## src/mhic_pkg.sv

```systemverilog
// Package for the magnetometer hard-iron calibrator.
// Holds the shared types, field widths and fixed arithmetic constants.
// Has no dependencies.
package mhic_pkg;

    localparam int RAW_W         = 16;
    localparam int ASA_W         = 8;
    localparam int OFF_W         = 18;
    localparam int FIELD_W       = 25;
    localparam int CFG_W         = 18;
    localparam int CFG_ADDR_W    = 3;
    localparam int NUM_AXES      = 3;
    localparam int STATUS_READY_BIT = 0;

    // Scale factors 150*(asa+128) and 5*(asa+128), held per lane.
    localparam int K150_W = 16;
    localparam int K5_W   = 11;
    localparam logic [ASA_W:0]    ASA_BIAS = 9'd128;
    localparam logic [K150_W-1:0] K150_MUL = 16'd150;
    localparam logic [K5_W-1:0]   K5_MUL   = 11'd5;
    localparam logic [K150_W-1:0] K150_RST = 16'd38400;
    localparam logic [K5_W-1:0]   K5_RST   = 11'd1280;

    // Offset = trunc(5*k*(min+max) / 1024).
    localparam int OFF_SHIFT = 10;
    // 15360 = 2^14 - 2^10.
    localparam int NOFF_SH_HI = 14;
    localparam int NOFF_SH_LO = 10;
    // Numerator is divided by 256*n: shift by 8, then divide by n.
    localparam int DIV_SHIFT = 8;
    // Extra numerator bits beyond the running sum width.
    localparam int NUM_MARGIN = 19;
    // Quotient bits retired per divider cycle.
    localparam int DIV_STEP_BITS = 3;

    typedef enum logic [CFG_ADDR_W-1:0] {
        CFG_ASA_X = 3'd0,
        CFG_ASA_Y = 3'd1,
        CFG_ASA_Z = 3'd2,
        CFG_OFF_X = 3'd3,
        CFG_OFF_Y = 3'd4,
        CFG_OFF_Z = 3'd5
    } t_cfg_addr;

    typedef enum logic [2:0] {
        S_IDLE,
        S_MUL1,
        S_OFFS,
        S_MUL2,
        S_NUM,
        S_DIVGO,
        S_DIV,
        S_OUT
    } t_state;

    typedef struct packed {
        logic upd;
        logic full;
        logic mul1;
        logic offs;
        logic recalc;
        logic mul2;
        logic numc;
        logic div_go;
    } t_lane_ctl;

    typedef struct packed {
        logic             asa_we;
        logic             off_we;
        logic [CFG_W-1:0] data;
    } t_cfg_wr;

endpackage

```

## src/mhic_ctrl.sv

```systemverilog
// Shared sequencer: ring pointer, fill count, recalculation counter and the
// step-by-step control of the three axis lanes. Depends on mhic_pkg.
module mhic_ctrl #(
    parameter int AVG_DEPTH     = 4,
    parameter int RECALC_PERIOD = 10,
    parameter int N_W           = 3,
    parameter int PTR_W         = 2,
    parameter int DEC_W         = 4
) (
    input  logic                i_clk,
    input  logic                i_rst_n,
    input  logic                i_in_valid,
    input  logic                i_ready_bit,
    input  logic                i_lanes_done,
    input  logic                i_out_free,
    output logic                o_in_stall,
    output mhic_pkg::t_lane_ctl o_ctl,
    output logic [PTR_W-1:0]    o_ptr,
    output logic [N_W-1:0]      o_fill,
    output logic                o_load_out
);
    import mhic_pkg::*;

    t_state           r_state, n_state;
    logic [PTR_W-1:0] r_ptr, n_ptr;
    logic [N_W-1:0]   r_fill, n_fill;
    logic [DEC_W-1:0] r_dec, n_dec;
    logic             r_recalc, n_recalc;

    always_ff @(posedge i_clk) begin
        if (!i_rst_n) begin
            r_state  <= S_IDLE;
            r_ptr    <= '0;
            r_fill   <= '0;
            r_dec    <= '0;
            r_recalc <= 1'b0;
        end else begin
            r_state  <= n_state;
            r_ptr    <= n_ptr;
            r_fill   <= n_fill;
            r_dec    <= n_dec;
            r_recalc <= n_recalc;
        end
    end

    always_comb begin
        n_state    = r_state;
        o_ctl      = '0;
        o_load_out = 1'b0;
        o_ctl.full   = (r_fill == N_W'(AVG_DEPTH));
        o_ctl.recalc = r_recalc;
        unique case (r_state)
            S_IDLE: begin
                if (i_in_valid && i_ready_bit) begin
                    o_ctl.upd = 1'b1;
                    n_state   = S_MUL1;
                end
            end
            S_MUL1: begin
                o_ctl.mul1 = 1'b1;
                n_state    = S_OFFS;
            end
            S_OFFS: begin
                o_ctl.offs = 1'b1;
                n_state    = S_MUL2;
            end
            S_MUL2: begin
                o_ctl.mul2 = 1'b1;
                n_state    = S_NUM;
            end
            S_NUM: begin
                o_ctl.numc = 1'b1;
                n_state    = S_DIVGO;
            end
            S_DIVGO: begin
                o_ctl.div_go = 1'b1;
                n_state      = S_DIV;
            end
            S_DIV: begin
                if (i_lanes_done) begin
                    n_state = S_OUT;
                end
            end
            S_OUT: begin
                if (i_out_free) begin
                    o_load_out = 1'b1;
                    n_state    = S_IDLE;
                end
            end
            default: begin
                n_state = S_IDLE;
            end
        endcase
    end

    always_comb begin
        n_ptr    = r_ptr;
        n_fill   = r_fill;
        n_dec    = r_dec;
        n_recalc = r_recalc;
        if (o_ctl.upd) begin
            n_ptr = (r_ptr == PTR_W'(AVG_DEPTH - 1)) ? '0 : r_ptr + 1'b1;
            if (r_fill != N_W'(AVG_DEPTH)) begin
                n_fill = r_fill + 1'b1;
            end
            n_recalc = (r_dec == DEC_W'(RECALC_PERIOD - 1));
            n_dec    = n_recalc ? '0 : r_dec + 1'b1;
        end
    end

    assign o_in_stall = (r_state != S_IDLE);
    assign o_ptr      = r_ptr;
    assign o_fill     = r_fill;

endmodule
```

## config.mk

```make
export PLATFORM = sky130hd
export DESIGN_NAME = mhic_ctrl
export DESIGN_NICKNAME = d
export VERILOG_FILES = /design/src/mhic_pkg.sv /design/src/mhic_ctrl.sv
export SDC_FILE = /design/constraint.sdc
export NUM_CORES = 1
export LEC_CHECK = 0
export BUFFER_PORTS_ARGS = -buffer_cell sky130_fd_sc_hd__buf_2
export CAP_MARGIN = 30
export CORE_MARGIN = 2
export CORE_UTILIZATION = 40
export CTS_CLUSTER_SIZE = 10
export DETAILED_ROUTE_END_ITERATION = 8
export SETUP_SLACK_MARGIN = 0.4
export SYNTH_ARGS = -nofsm -noshare
export SYNTH_HDL_FRONTEND = slang
export SYNTH_SLANG_ARGS = --single-unit
```

## constraint.sdc

```tcl
create_clock -name i_clk -period 1.6 [get_ports i_clk]
set_input_delay 0.32 -clock i_clk [delete_from_list [all_inputs] [get_ports i_clk]]
set_output_delay 0.32 -clock i_clk [all_outputs]
set_load 0.03 [all_outputs]
```

==> results.toml <==
[status]
outcome = "finished, final reports clean"

[floorplan]
die_h_um = 48.1
floorplan.io_pins = 21
core-area_um2 = 1780
core.rowCount = 15
die-width_um = 48.1
start_util_pct = 43.6
die-area_um2 = 2310

[power_and_ir_drop]
power_density_normalized_to_cell_area_nw_per_um2 = 1440
post-layout-total-power_mw = 1.78
share_clk_of_total_power_pct = 11.7
max-vdd-ir-drop_uv = 994
power_frac_comb_pct = 61.8
power.switching_fraction_pct = 39.3
internal_power_mw = 1.08
p_sw_mw = 0.699
p_leak_nw = 0.563
power.share.sequential_pct = 26.5

[clock_tree]
clk_latency_ps = 280
htree_levels = 1
cts-hold-fix-buffers = 0
cts_inserted_buffers = 3
tritoncts = "built"
max-clock-path-buffers = 2
worst_setup_hold_path_clk_slew_ps = 80
clock-sinks = 13
clk_root_buffer_cell = "clkbuf_4"

[setup_path]
critPathKind = "reg -> out"
rr_worst_depth = 8
critPathRequiredTime_ps = 1280
worstPathMaxFanout = 5
critPathTopFamily = "flip-flops"
kind_of_end_point_of_the_critical_path = "output port"
cp_cell_sequence = "inv_4 > ha_4 > and4b_2 > buf_6"
crit_slowest_cell = "dfxtp_4"
worstPathArrival_ps = 1280
regToRegEndpoint = "o_fill[0]"
max_stage_delay_ps = 370
ff2ff_setup_slack_ps = 70
type_of_element_launching_the_critical_path = "register"
timing.rr.start = "r_state[1]"
worstPathBufferInverterCount = 2

[placed_design]
dp.final_hpwl_um = 1150
globalplace.congestion = 0.719
dpl_worst_slack_ps = 68.2
port_buffers = 20

[worst_hold_path]
min_from = "i_rst_n"
holdCritPathClass = "in -> reg"
holdPathEnd = "o_fill[1]"
number_of_cells_on_the_worst_hold_path = 2

[routing]
dr_wl_met3_um = 47
drtPass1Iterations = 4
route.detailed.drc = 0
drtAntennaViolNets = 0
wl_met2_um = 802
drt-wirelength-per-cell_um = 11.9
detail_route.wirelength.met1_um = 831
drt-total-wl_um = 1710
total_vias_in_the_final_route = 692
top_layer = "met4"
drt_iter0_drc = 3
avgViaCountPerCell = 4.84

[global_route]
number_of_global_route_vias_before_repair = 609
grt_pass1_wl_um = 2620
grt_remaining_overflow = 0
grt_use_total_pct = 16.6
number_of_antenna_violations_at_the_first_check_in_global_routing = 0
grt_max_degree = 15

[synth]
yosys.cell_count.top_type = "dfxtp_1"
asyncSetResetFlopFracSynth_pct = 0
synth_sequential_area_ratio_pct = 33.5
yosys-top-cells-area = "dfxtp_1, ha_1, nor2b_1"
post_synth_cell_types = 29
synthesized_nets = 99
ys_dominant_reg_cell = "dfxtp_1"
number_of_warnings_reported_in_the_yosys_synthesis_log = 0
synth_top_area_cell = "dfxtp_1"
post_synth.cell_area_avg_um2 = 9.03
ys_ff_latch = 13
mappedNetlistArea_um2 = 777
synth_cells = 86
synth_edf_count = 0
ys_top_cells_by_count = "dfxtp_1, nor2b_1, ha_1, and2_1, inv_1"
synth_largest_type_area_fraction_pct = 33.5

[finish]
finish.net_count = 132
layout-drive-gt1-share_pct = 55.9
antennaDiodeCount = 0
final_core_util_pct = 69.2
area_growth_pct = 58.8

[sta]
report.final.setup_viol = 0
postLayoutSetupSlackWorst_ps = 1.68
clock.fmax_mhz = 626
clock-skew-final_ps = 4.76
worstMarginPinSlew_ps = 298
timing_hold_violations_final = 0
timing.final.crit_share_pct = 99.9
report.final.slew_viol_count = 0
timing.hold.ws_ps = 395
setup_total_negative_slack_ps = 0
max_slew_margin_pct = 80.1
period_minus_slack_ps = 1600
unrepaired_setup_endpoints_after_global_routing = "true"

[run]
drv_cap = 0
-- layout by cell type (no fill, tap or decap), types with 4 or more instances in the layout --
cell	n
buf_6	16
buf_2	7
a21oi_1	4
nor2b_4	4
nor2b_1	8
dfxtp_4	4
dfxtp_1	7
mux2i_1	4
buf_4	8
clkbuf_4	4
-- state kept, by name, summed over array words and instances, names as in the netlist --
signal    cells
o_fill        3
o_ptr         2
r_dec         4
r_recalc      1
r_state       3
-- power groups by stage --
stage / logic (mW) / registers (mW) / clock network, mW
3_5_place_dp: 0.717 / 0.454 / 0
6_report: 1.10 / 0.471 / 0.208
3_3_place_gp: 0.709 / 0.451 / 0
4_1_cts: 0.921 / 0.464 / 0.219
5_1_grt: 1.19 / 0.482 / 0.231
2_1_floorplan: 0.540 / 0.473 / 0
-- metal layers --
metal,track usage [%],vias to the layer above
met5,0,-
met4,8.11,0
li1,-,362
met3,3.40,2
met2,25.9,14
met1,21.6,314
-- cell type report --
type,count,area (um^2)
Sequential cell,13,278
Fill cell,134,549
Timing Repair Buffer,32,283
Inverter,5,23.8
Multi-Input combinational cell,64,592
Tap cell,25,31.3
Clock buffer,4,26.3
-- worst max path at each step --
stage / slack (ps) / from / depth (start not counted) / endpoint
after floorplan: 160 / r_state[1] / 7 / r_dec[3]
after global placement: 100 / r_state[1] / 4 / o_ctl[7]
after detailed placement: 70 / r_state[1] / 4 / o_ctl[7]
after CTS: 10 / r_state[1] / 4 / o_ctl[7]
after global routing: -40 / r_state[1] / 4 / o_ctl[7]
final: 2 / r_state[1] / 4 / o_ctl[7]
-- what timing repair did --
action / 4_1_cts / 5_1_grt
pin swaps: 6 / 12
setup buffers: 5 / 5
cloned: 0 / 0
setup endpoints to repair: 23 / 26
gates resized for setup: 34 / 21
-- cells by family after synthesis --
| logic type | Yosys count | synth area share, % |
|---|---|---|
| AOI/OAI and AO/OA | 14 | 12.2 |
| xor gates and xnor gates | 3 | 3.38 |
| adders and majority gates | 7 | 11.3 |
| buffers and inverters | 9 | 5.80 |
| DFF | 13 | 33.5 |
| muxes | 4 | 5.15 |
| and+or+nand+nor | 36 | 28.7 |
-- per-stage QoR --
| step | cell area (um^2) | cells |
|---|---|---|
| 2_1_floorplan | 843 | 86 |
| 3_3_place_gp | 962 | 129 |
| 3_5_place_dp | 962 | 129 |
| 4_1_cts | 1130 | 138 |
| 5_1_grt | 1230 | 143 |
| 6_report | 1230 | 143 |
Power figures use the tool's default switching activity.
