[config.mk]
export PLATFORM = sky130hd
export DESIGN_NAME = mhic_lane
export DESIGN_NICKNAME = d
export VERILOG_FILES = /design/src/mhic_pkg.sv /design/src/mhic_div.sv /design/src/mhic_lane.sv
export SDC_FILE = /design/constraint.sdc
export NUM_CORES = 2
export LEC_CHECK = 0
export BUFFER_PORTS_ARGS = -buffer_cell sky130_fd_sc_hd__buf_2
export CAP_MARGIN = 20
export CORE_ASPECT_RATIO = 0.75
export CORE_UTILIZATION = 61
export DETAILED_ROUTE_END_ITERATION = 10
export GPL_ROUTABILITY_DRIVEN = 1
export GPL_TIMING_DRIVEN = 0
export PLACE_DENSITY = 0.78
export SLEW_MARGIN = 20
export SYNTH_ARGS = -nofsm -noshare
export SYNTH_HDL_FRONTEND = slang
export SYNTH_SLANG_ARGS = --single-unit
[constraint.sdc]
create_clock -name i_clk -period 9.16 [get_ports i_clk]
set_clock_uncertainty 0.2 [all_clocks]
set_input_delay 0.458 -clock i_clk [delete_from_list [all_inputs] [get_ports i_clk]]
set_output_delay 0.458 -clock i_clk [all_outputs]
set_load 0.005 [all_outputs]
[src/mhic_pkg.sv]
// Package for the magnetometer hard-iron calibrator.
// Holds the shared types, field widths and fixed arithmetic constants.
// Has no dependencies.
package mhic_pkg;

    localparam int RAW_W         = 16;
    localparam int ASA_W         = 8;
    localparam int OFF_W         = 18;
    localparam int FIELD_W       = 25;
    localparam int CFG_W         = 18;
    localparam int CFG_ADDR_W    = 3;
    localparam int NUM_AXES      = 3;
    localparam int STATUS_READY_BIT = 0;

    // Scale factors 150*(asa+128) and 5*(asa+128), held per lane.
    localparam int K150_W = 16;
    localparam int K5_W   = 11;
    localparam logic [ASA_W:0]    ASA_BIAS = 9'd128;
    localparam logic [K150_W-1:0] K150_MUL = 16'd150;
    localparam logic [K5_W-1:0]   K5_MUL   = 11'd5;
    localparam logic [K150_W-1:0] K150_RST = 16'd38400;
    localparam logic [K5_W-1:0]   K5_RST   = 11'd1280;

    // Offset = trunc(5*k*(min+max) / 1024).
    localparam int OFF_SHIFT = 10;
    // 15360 = 2^14 - 2^10.
    localparam int NOFF_SH_HI = 14;
    localparam int NOFF_SH_LO = 10;
    // Numerator is divided by 256*n: shift by 8, then divide by n.
    localparam int DIV_SHIFT = 8;
    // Extra numerator bits beyond the running sum width.
    localparam int NUM_MARGIN = 19;
    // Quotient bits retired per divider cycle.
    localparam int DIV_STEP_BITS = 3;

    typedef enum logic [CFG_ADDR_W-1:0] {
        CFG_ASA_X = 3'd0,
        CFG_ASA_Y = 3'd1,
        CFG_ASA_Z = 3'd2,
        CFG_OFF_X = 3'd3,
        CFG_OFF_Y = 3'd4,
        CFG_OFF_Z = 3'd5
    } t_cfg_addr;

    typedef enum logic [2:0] {
        S_IDLE,
        S_MUL1,
        S_OFFS,
        S_MUL2,
        S_NUM,
        S_DIVGO,
        S_DIV,
        S_OUT
    } t_state;

    typedef struct packed {
        logic upd;
        logic full;
        logic mul1;
        logic offs;
        logic recalc;
        logic mul2;
        logic numc;
        logic div_go;
    } t_lane_ctl;

    typedef struct packed {
        logic             asa_we;
        logic             off_we;
        logic [CFG_W-1:0] data;
    } t_cfg_wr;

endpackage

[src/mhic_div.sv]
// Iterative unsigned divider, DIV_STEP_BITS quotient bits per cycle.
// Used by each axis lane to divide the shifted numerator by the sample count.
// Depends on mhic_pkg.
module mhic_div #(
    parameter int DVD_W = 29,
    parameter int DVS_W = 3
) (
    input  logic             i_clk,
    input  logic             i_rst_n,
    input  logic             i_start,
    input  logic [DVD_W-1:0] i_dividend,
    input  logic [DVS_W-1:0] i_divisor,
    output logic             o_done,
    output logic [DVD_W-1:0] o_quotient
);
    import mhic_pkg::*;

    localparam int STEPS = (DVD_W + DIV_STEP_BITS - 1) / DIV_STEP_BITS;
    localparam int DIV_W = STEPS * DIV_STEP_BITS;
    localparam int CNT_W = (STEPS > 1) ? $clog2(STEPS) : 1;

    logic [DIV_W-1:0] r_quo, n_quo;
    logic [DVS_W-1:0] r_rem, n_rem;
    logic [DVS_W-1:0] r_dvs;
    logic [CNT_W-1:0] r_cnt;
    logic             r_busy;
    logic             r_done;

    always_comb begin
        logic [DVS_W:0] trial;
        n_rem = r_rem;
        n_quo = r_quo;
        trial = '0;
        for (int k = 0; k < DIV_STEP_BITS; k++) begin
            trial = {n_rem, n_quo[DIV_W-1]};
            n_quo = {n_quo[DIV_W-2:0], 1'b0};
            if (trial >= {1'b0, r_dvs}) begin
                trial    = trial - {1'b0, r_dvs};
                n_quo[0] = 1'b1;
            end
            n_rem = trial[DVS_W-1:0];
        end
    end

    always_ff @(posedge i_clk) begin
        if (!i_rst_n) begin
            r_busy <= 1'b0;
            r_done <= 1'b0;
            r_cnt  <= '0;
        end else begin
            r_done <= 1'b0;
            if (i_start) begin
                r_busy <= 1'b1;
                r_cnt  <= '0;
            end else if (r_busy) begin
                if (r_cnt == CNT_W'(STEPS - 1)) begin
                    r_busy <= 1'b0;
                    r_done <= 1'b1;
                end else begin
                    r_cnt <= r_cnt + 1'b1;
                end
            end
        end
    end

    always_ff @(posedge i_clk) begin
        if (i_start) begin
            r_quo <= DIV_W'(i_dividend);
            r_rem <= '0;
            r_dvs <= i_divisor;
        end else if (r_busy) begin
            r_quo <= n_quo;
            r_rem <= n_rem;
        end
    end

    assign o_done     = r_done;
    assign o_quotient = r_quo[DVD_W-1:0];

endmodule

[src/mhic_lane.sv]
// One axis lane: sample ring with running sum, extrema, offset and field math.
// Three copies run side by side under the shared sequencer.
// Depends on mhic_pkg and mhic_div.
module mhic_lane #(
    parameter int AVG_DEPTH = 4,
    parameter int SUM_W     = 18,
    parameter int N_W       = 3,
    parameter int PTR_W     = 2,
    parameter int NUM_W     = 37
) (
    input  logic                                  i_clk,
    input  logic                                  i_rst_n,
    input  mhic_pkg::t_cfg_wr                     i_cfg,
    input  mhic_pkg::t_lane_ctl                   i_ctl,
    input  logic [PTR_W-1:0]                      i_ptr,
    input  logic [N_W-1:0]                        i_fill,
    input  logic [7:0]                            i_low,
    input  logic [7:0]                            i_high,
    output logic                                  o_done,
    output logic signed [mhic_pkg::FIELD_W-1:0]   o_field,
    output logic signed [mhic_pkg::OFF_W-1:0]     o_offset
);
    import mhic_pkg::*;

    localparam int PS_W  = SUM_W + K150_W + 1;
    localparam int EXT_W = RAW_W + 1 + K5_W + 1;
    localparam int PN_W  = OFF_W + N_W + 1;
    localparam int Q_W   = NUM_W - DIV_SHIFT;

    logic signed [RAW_W-1:0]  raw;
    logic signed [RAW_W-1:0]  old_sample;
    logic signed [SUM_W-1:0]  old_term;
    logic signed [SUM_W-1:0]  n_sum;
    logic signed [RAW_W:0]    ext_sum;
    logic signed [EXT_W-1:0]  off_adj;
    logic signed [NUM_W-1:0]  noff_ext;
    logic signed [NUM_W-1:0]  n_num;
    logic [NUM_W-1:0]         num_mag;
    logic [ASA_W:0]           asa_k;
    logic [Q_W-1:0]           quo;
    logic signed [Q_W:0]      quo_s;

    logic signed [RAW_W-1:0]  r_ring [AVG_DEPTH];
    logic signed [SUM_W-1:0]  r_sum;
    logic signed [RAW_W-1:0]  r_min;
    logic signed [RAW_W-1:0]  r_max;
    logic signed [OFF_W-1:0]  r_off;
    logic [K150_W-1:0]        r_k150;
    logic [K5_W-1:0]          r_k5;
    logic signed [PS_W-1:0]   r_p_sum;
    logic signed [EXT_W-1:0]  r_p_ext;
    logic signed [PN_W-1:0]   r_p_noff;
    logic signed [NUM_W-1:0]  r_num;
    logic                     r_neg;

    assign raw        = $signed({i_high, i_low});
    assign old_sample = r_ring[i_ptr];
    assign old_term   = i_ctl.full ? SUM_W'(old_sample) : SUM_W'(0);
    assign n_sum      = r_sum + SUM_W'(raw) - old_term;
    assign ext_sum    = (RAW_W + 1)'(r_min) + (RAW_W + 1)'(r_max);
    assign asa_k      = {1'b0, i_cfg.data[ASA_W-1:0]} + ASA_BIAS;

    // Bias a negative product by 2^10 - 1 so the shift truncates toward zero.
    assign off_adj = r_p_ext
                   + $signed({{(EXT_W - OFF_SHIFT){1'b0}}, {OFF_SHIFT{r_p_ext[EXT_W-1]}}});

    assign noff_ext = NUM_W'(r_p_noff);
    assign n_num    = NUM_W'(r_p_sum) - (noff_ext <<< NOFF_SH_HI)
                    + (noff_ext <<< NOFF_SH_LO);
    assign num_mag  = r_num[NUM_W-1] ? NUM_W'(-r_num) : NUM_W'(r_num);

    mhic_div #(
        .DVD_W (Q_W),
        .DVS_W (N_W)
    ) u_div (
        .i_clk      (i_clk),
        .i_rst_n    (i_rst_n),
        .i_start    (i_ctl.div_go),
        .i_dividend (num_mag[NUM_W-1:DIV_SHIFT]),
        .i_divisor  (i_fill),
        .o_done     (o_done),
        .o_quotient (quo)
    );

    assign quo_s    = r_neg ? -$signed({1'b0, quo}) : $signed({1'b0, quo});
    assign o_field  = quo_s[FIELD_W-1:0];
    assign o_offset = r_off;

    always_ff @(posedge i_clk) begin
        if (!i_rst_n) begin
            r_sum  <= '0;
            r_min  <= '0;
            r_max  <= '0;
            r_off  <= '0;
            r_k150 <= K150_RST;
            r_k5   <= K5_RST;
        end else begin
            if (i_cfg.asa_we) begin
                r_k150 <= K150_W'(asa_k * K150_MUL);
                r_k5   <= K5_W'(asa_k * K5_MUL);
            end
            if (i_cfg.off_we) begin
                r_off <= $signed(i_cfg.data[OFF_W-1:0]);
            end
            if (i_ctl.upd) begin
                r_sum <= n_sum;
                // An extremum of zero counts as unset and is always replaced.
                if (raw < r_min || r_min == '0) begin
                    r_min <= raw;
                end
                if (raw > r_max || r_max == '0) begin
                    r_max <= raw;
                end
            end
            if (i_ctl.offs && i_ctl.recalc) begin
                r_off <= off_adj[OFF_SHIFT+OFF_W-1:OFF_SHIFT];
            end
        end
    end

    always_ff @(posedge i_clk) begin
        if (i_ctl.upd) begin
            r_ring[i_ptr] <= raw;
        end
        if (i_ctl.mul1) begin
            r_p_sum <= $signed({1'b0, r_k150}) * r_sum;
            r_p_ext <= $signed({1'b0, r_k5}) * ext_sum;
        end
        if (i_ctl.mul2) begin
            r_p_noff <= r_off * $signed({1'b0, i_fill});
        end
        if (i_ctl.numc) begin
            r_num <= n_num;
        end
        if (i_ctl.div_go) begin
            r_neg <= r_num[NUM_W-1];
        end
    end

endmodule

==> key figures <==
Setup path
  • CP arrival: 8.94 ns
  • Critical path class: register to register
  • Worst r2r path cells: 29
  • Reg2Reg Setup Slack: 0.31 ns
  • Element type at the critical path start: register
  • Slowest stage delay, CP: 0.57 ns
  • Req. time, crit path: 9.26 ns
  • Crit-path slowest cell: a2111oi_2
  • R2r startpoint: r_max[1]$_SDFFE_PN0P_
  • RR Endpoint: r_p_ext[28]$_DFFE_PP_
  • Most used cell, CP: fa_1
  • Critical path endpoint category: register
  • Worst-path fanout max: 10

Yosys
  • Post-synthesis sequential area ratio: 21.8%
  • Post-synth top area share: 25.8%
  • Ys flop type: edfxtp_1
  • YS warnings: 0
  • Adder-cell area share of the yosys netlist: 37.3%
  • Compound-Gate Fraction of Synth Area: 8.81%
  • Synth cell types: 76
  • Post-synth EDFFs: 218
  • Async set or reset register ratio after synthesis: 0%
  • Mapped cell area: 39500 um^2
  • Syn nets: 5146
  • Synth Area in XOR/XNOR: 4.99%
  • Post-synth top area cell: fa_1
  • Syn Area/Cell: 9.36 um^2
  • Synth top area cells: fa_1 26%, edfxtp_1 17%, ha_1 11%, inv_1 8.3%, dfxtp_1 5.2%
  • Mux share of post-synthesis cell area: 3.39%
  • Cells after Synth: 4222
  • Largest family of logic cells by synthesized area: adder cells
  • Simple-gate share of the synthesized area: 14.0%
  • Seq cells post-synth: 321

STA
  • Actual slew at the worst max-slew pin: 1.00 ns
  • Final Setup Violations: 0
  • Tcrit/Tclk final: 96.6%
  • Hold Vio Cnt, Final: 0
  • Fin. max-slew vios: 0
  • Maximum clock frequency: 113 MHz
  • Worst hold margin: 0.0247 ns
  • Final min period: 8.85 ns
  • Slew HR: 32.2%
  • Setup TNS Final: 0 ns

Detailed routing
  • WL final: 92.4 mm
  • Initial DRC Count: 2039
  • Routed met2 length: 42.1 mm
  • Met3 Wirelength: 6.91 mm
  • Pre-antenna DRT Iters: 5
  • Via density: 5.59
  • Top routing layer used: met5
  • DR WL/cell: 17.6 um
  • Total number of vias: 29300
  • ANT nets after route: 0
  • Met1 wire length: 40.5 mm
  • Drt drc: 0

CTS
  • TritonCTS clock tree: built
  • Setup bufs post-CTS: 0
  • Clock buffer depth: 3
  • Root buf cell: clkbuf_16
  • H-tree depth: 2
  • CTS clk-pin slew, worst paths: 0.07 ns
  • Clk sinks: 321
  • Clk_lat worst skew: 0.57 ns
  • Clock buffers created by TritonCTS: 36

Floorplan
  • Full die area: 65800 um^2
  • Row count: 80
  • Initial Utilization: 61.9%
  • Io pins: 95
  • DIE WIDTH: 296 um
  • Core area: 63900 um^2
  • Die Ht: 222 um

Place
  • Port Buffers: 91
  • Final HPWL DP: 75.1 mm
  • Placer Congestion: 0.967

Final layout
  • Layout area overhead: 7.19%
  • Share of layout cells above drive strength 1: 4.95%
  • Area of the multi-input gates: 27100 um^2
  • Nets: 5279
  • FILL cells: 5106
  • Util after Layout: 66.4%
  • FF+latch area: 8610 um^2

Global routing
  • Vias in the first global route: 29800
  • First-pass GRT wire length: 152 mm
  • Gr ovfl total: 0
  • Largest net degree at the start of global routing: 64
  • Gr usage total: 29.3%
  • Antenna violations before repair: 5

Job
  • Max Cap Violations: 0

Run status
  • Outcome: finished clean

Worst hold path
  • Worst hold stages: 3
  • Hold path startpoint: i_cfg[13]
  • Worst Hold Path EP: o_offset[13]$_SDFFE_PN0P_
  • Hold crit path type: input pin to register
## synth_stat cells, drive strengths merged, types with 22 or more instances
cell / instances
a21oi: 154
clkbuf: 137
nand3: 54
a21o: 70
mux2i: 81
nor3: 44
nor2: 135
ha: 363
nand2: 456
xor2: 87
edfxtp: 218
fa: 510
dfxtp: 103
a31oi: 22
o21ai: 117
or3: 30
xnor2: 138
nand2b: 24
o21a: 25
and2: 246
inv: 871
nor2b: 48
## placed cells by master (no fill, tap or decap), drive strengths merged, types with 108 or more instances in the layout
| cell | n |
|---|---|
| ha | 363 |
| and2 | 246 |
| fa | 510 |
| buf | 108 |
| edfxtp | 218 |
| nor2 | 135 |
| o21ai | 117 |
| nand2 | 456 |
| a21oi | 154 |
| inv | 878 |
| xnor2 | 138 |
| clkbuf | 178 |
## critical path, delay by kind of cell, from the launching register on
family	cells	cell delay (ns)
AOI/OAI and AO/OA	15	3.49
xor gates and xnor gates	1	0.25
adders and majority gates	7	3.16
buffers and inverters	4	0.50
DFF	1	0.41
and+or+nand+nor	2	0.55
## metal layers
metal	up-vias	global-route usage, %
li1	13800	-
met1	14400	40.8
met2	966	46.6
met3	150	5.23
met4	2	9.28
met5	-	0
## area by class of cell
type	instances	share of cell area, %
antenna	2	0.0118
multi-input combinational	2876	63.9
clock buffer	40	2.16
buffer	153	1.40
inverter	872	7.72
sequential	321	20.3
timing repair buffer	95	1.16
clock inverter	26	0.729
tap	861	2.54
## how the worst max path moves through the flow
stage	depth (start not counted)	slack (ns)	endpoint	from
finish	29	0.31	r_p_ext[28]$_DFFE_PP_	r_max[1]$_SDFFE_PN0P_
global route	31	-0.005	r_p_ext[28]$_DFFE_PP_	r_min[0]$_SDFFE_PN0P_
CTS	31	0.18	r_p_ext[28]$_DFFE_PP_	r_min[0]$_SDFFE_PN0P_
detailed placement	30	-0.25	r_p_ext[28]$_DFFE_PP_	r_min[0]$_SDFFE_PN0P_
global placement	30	-0.12	r_p_ext[28]$_DFFE_PP_	r_min[0]$_SDFFE_PN0P_
floorplan	30	1.24	r_p_ext[27]$_DFFE_PP_	r_min[0]$_SDFFE_PN0P_
## cells by family (layout without fill, tap and decap cells)
logic type | after synthesis | count (layout)
adder cells (fa/ha/maj) | 873 | 873
buffers and inverters | 1025 | 1186
flip-flops | 321 | 321
other | 0 | 2
AND/OR/NAND/NOR | 1125 | 1125
AO/OA/AOI/OAI | 540 | 540
XOR/XNOR | 225 | 225
multiplexers | 113 | 113
## registers in the layout, summed over array words and instances (netlist names)
| register | cells |
|---|---|
| r_ring | 64 |
| r_num | 36 |
| r_p_sum | 34 |
| u_div.r_quo | 30 |
| r_p_ext | 29 |
| r_p_noff | 22 |
| o_offset | 18 |
| r_sum | 18 |
| r_max | 16 |
| r_min | 16 |
| r_k150 | 14 |
| r_k5 | 11 |
| u_div.r_cnt | 4 |
| u_div.r_dvs | 3 |
| u_div.r_rem | 3 |
| r_neg | 1 |
| u_div.o_done | 1 |
| u_div.r_busy | 1 |
## through the flow
step / instances / instance area [um^2] / setup slack [ns]
final: 5246 / 42400 / 0.313
after global routing: 5246 / 42400 / -0.00526
after CTS: 5244 / 42300 / 0.182
after detailed placement: 5176 / 41100 / -0.254
after global placement: 5174 / 41100 / -0.120
after floorplan: 4222 / 39500 / 1.24
## what timing repair did
action / 4_1_cts / 5_1_grt
hold buffers: 2 / 0
endpoints found under the setup margin: 3 / 6
endpoints found under the hold margin: 5 / 0
gates resized for setup: 3 / 15
Power is not shown: default switching activity piles up to over one toggle a cycle in this logic, so the estimate is an artifact.
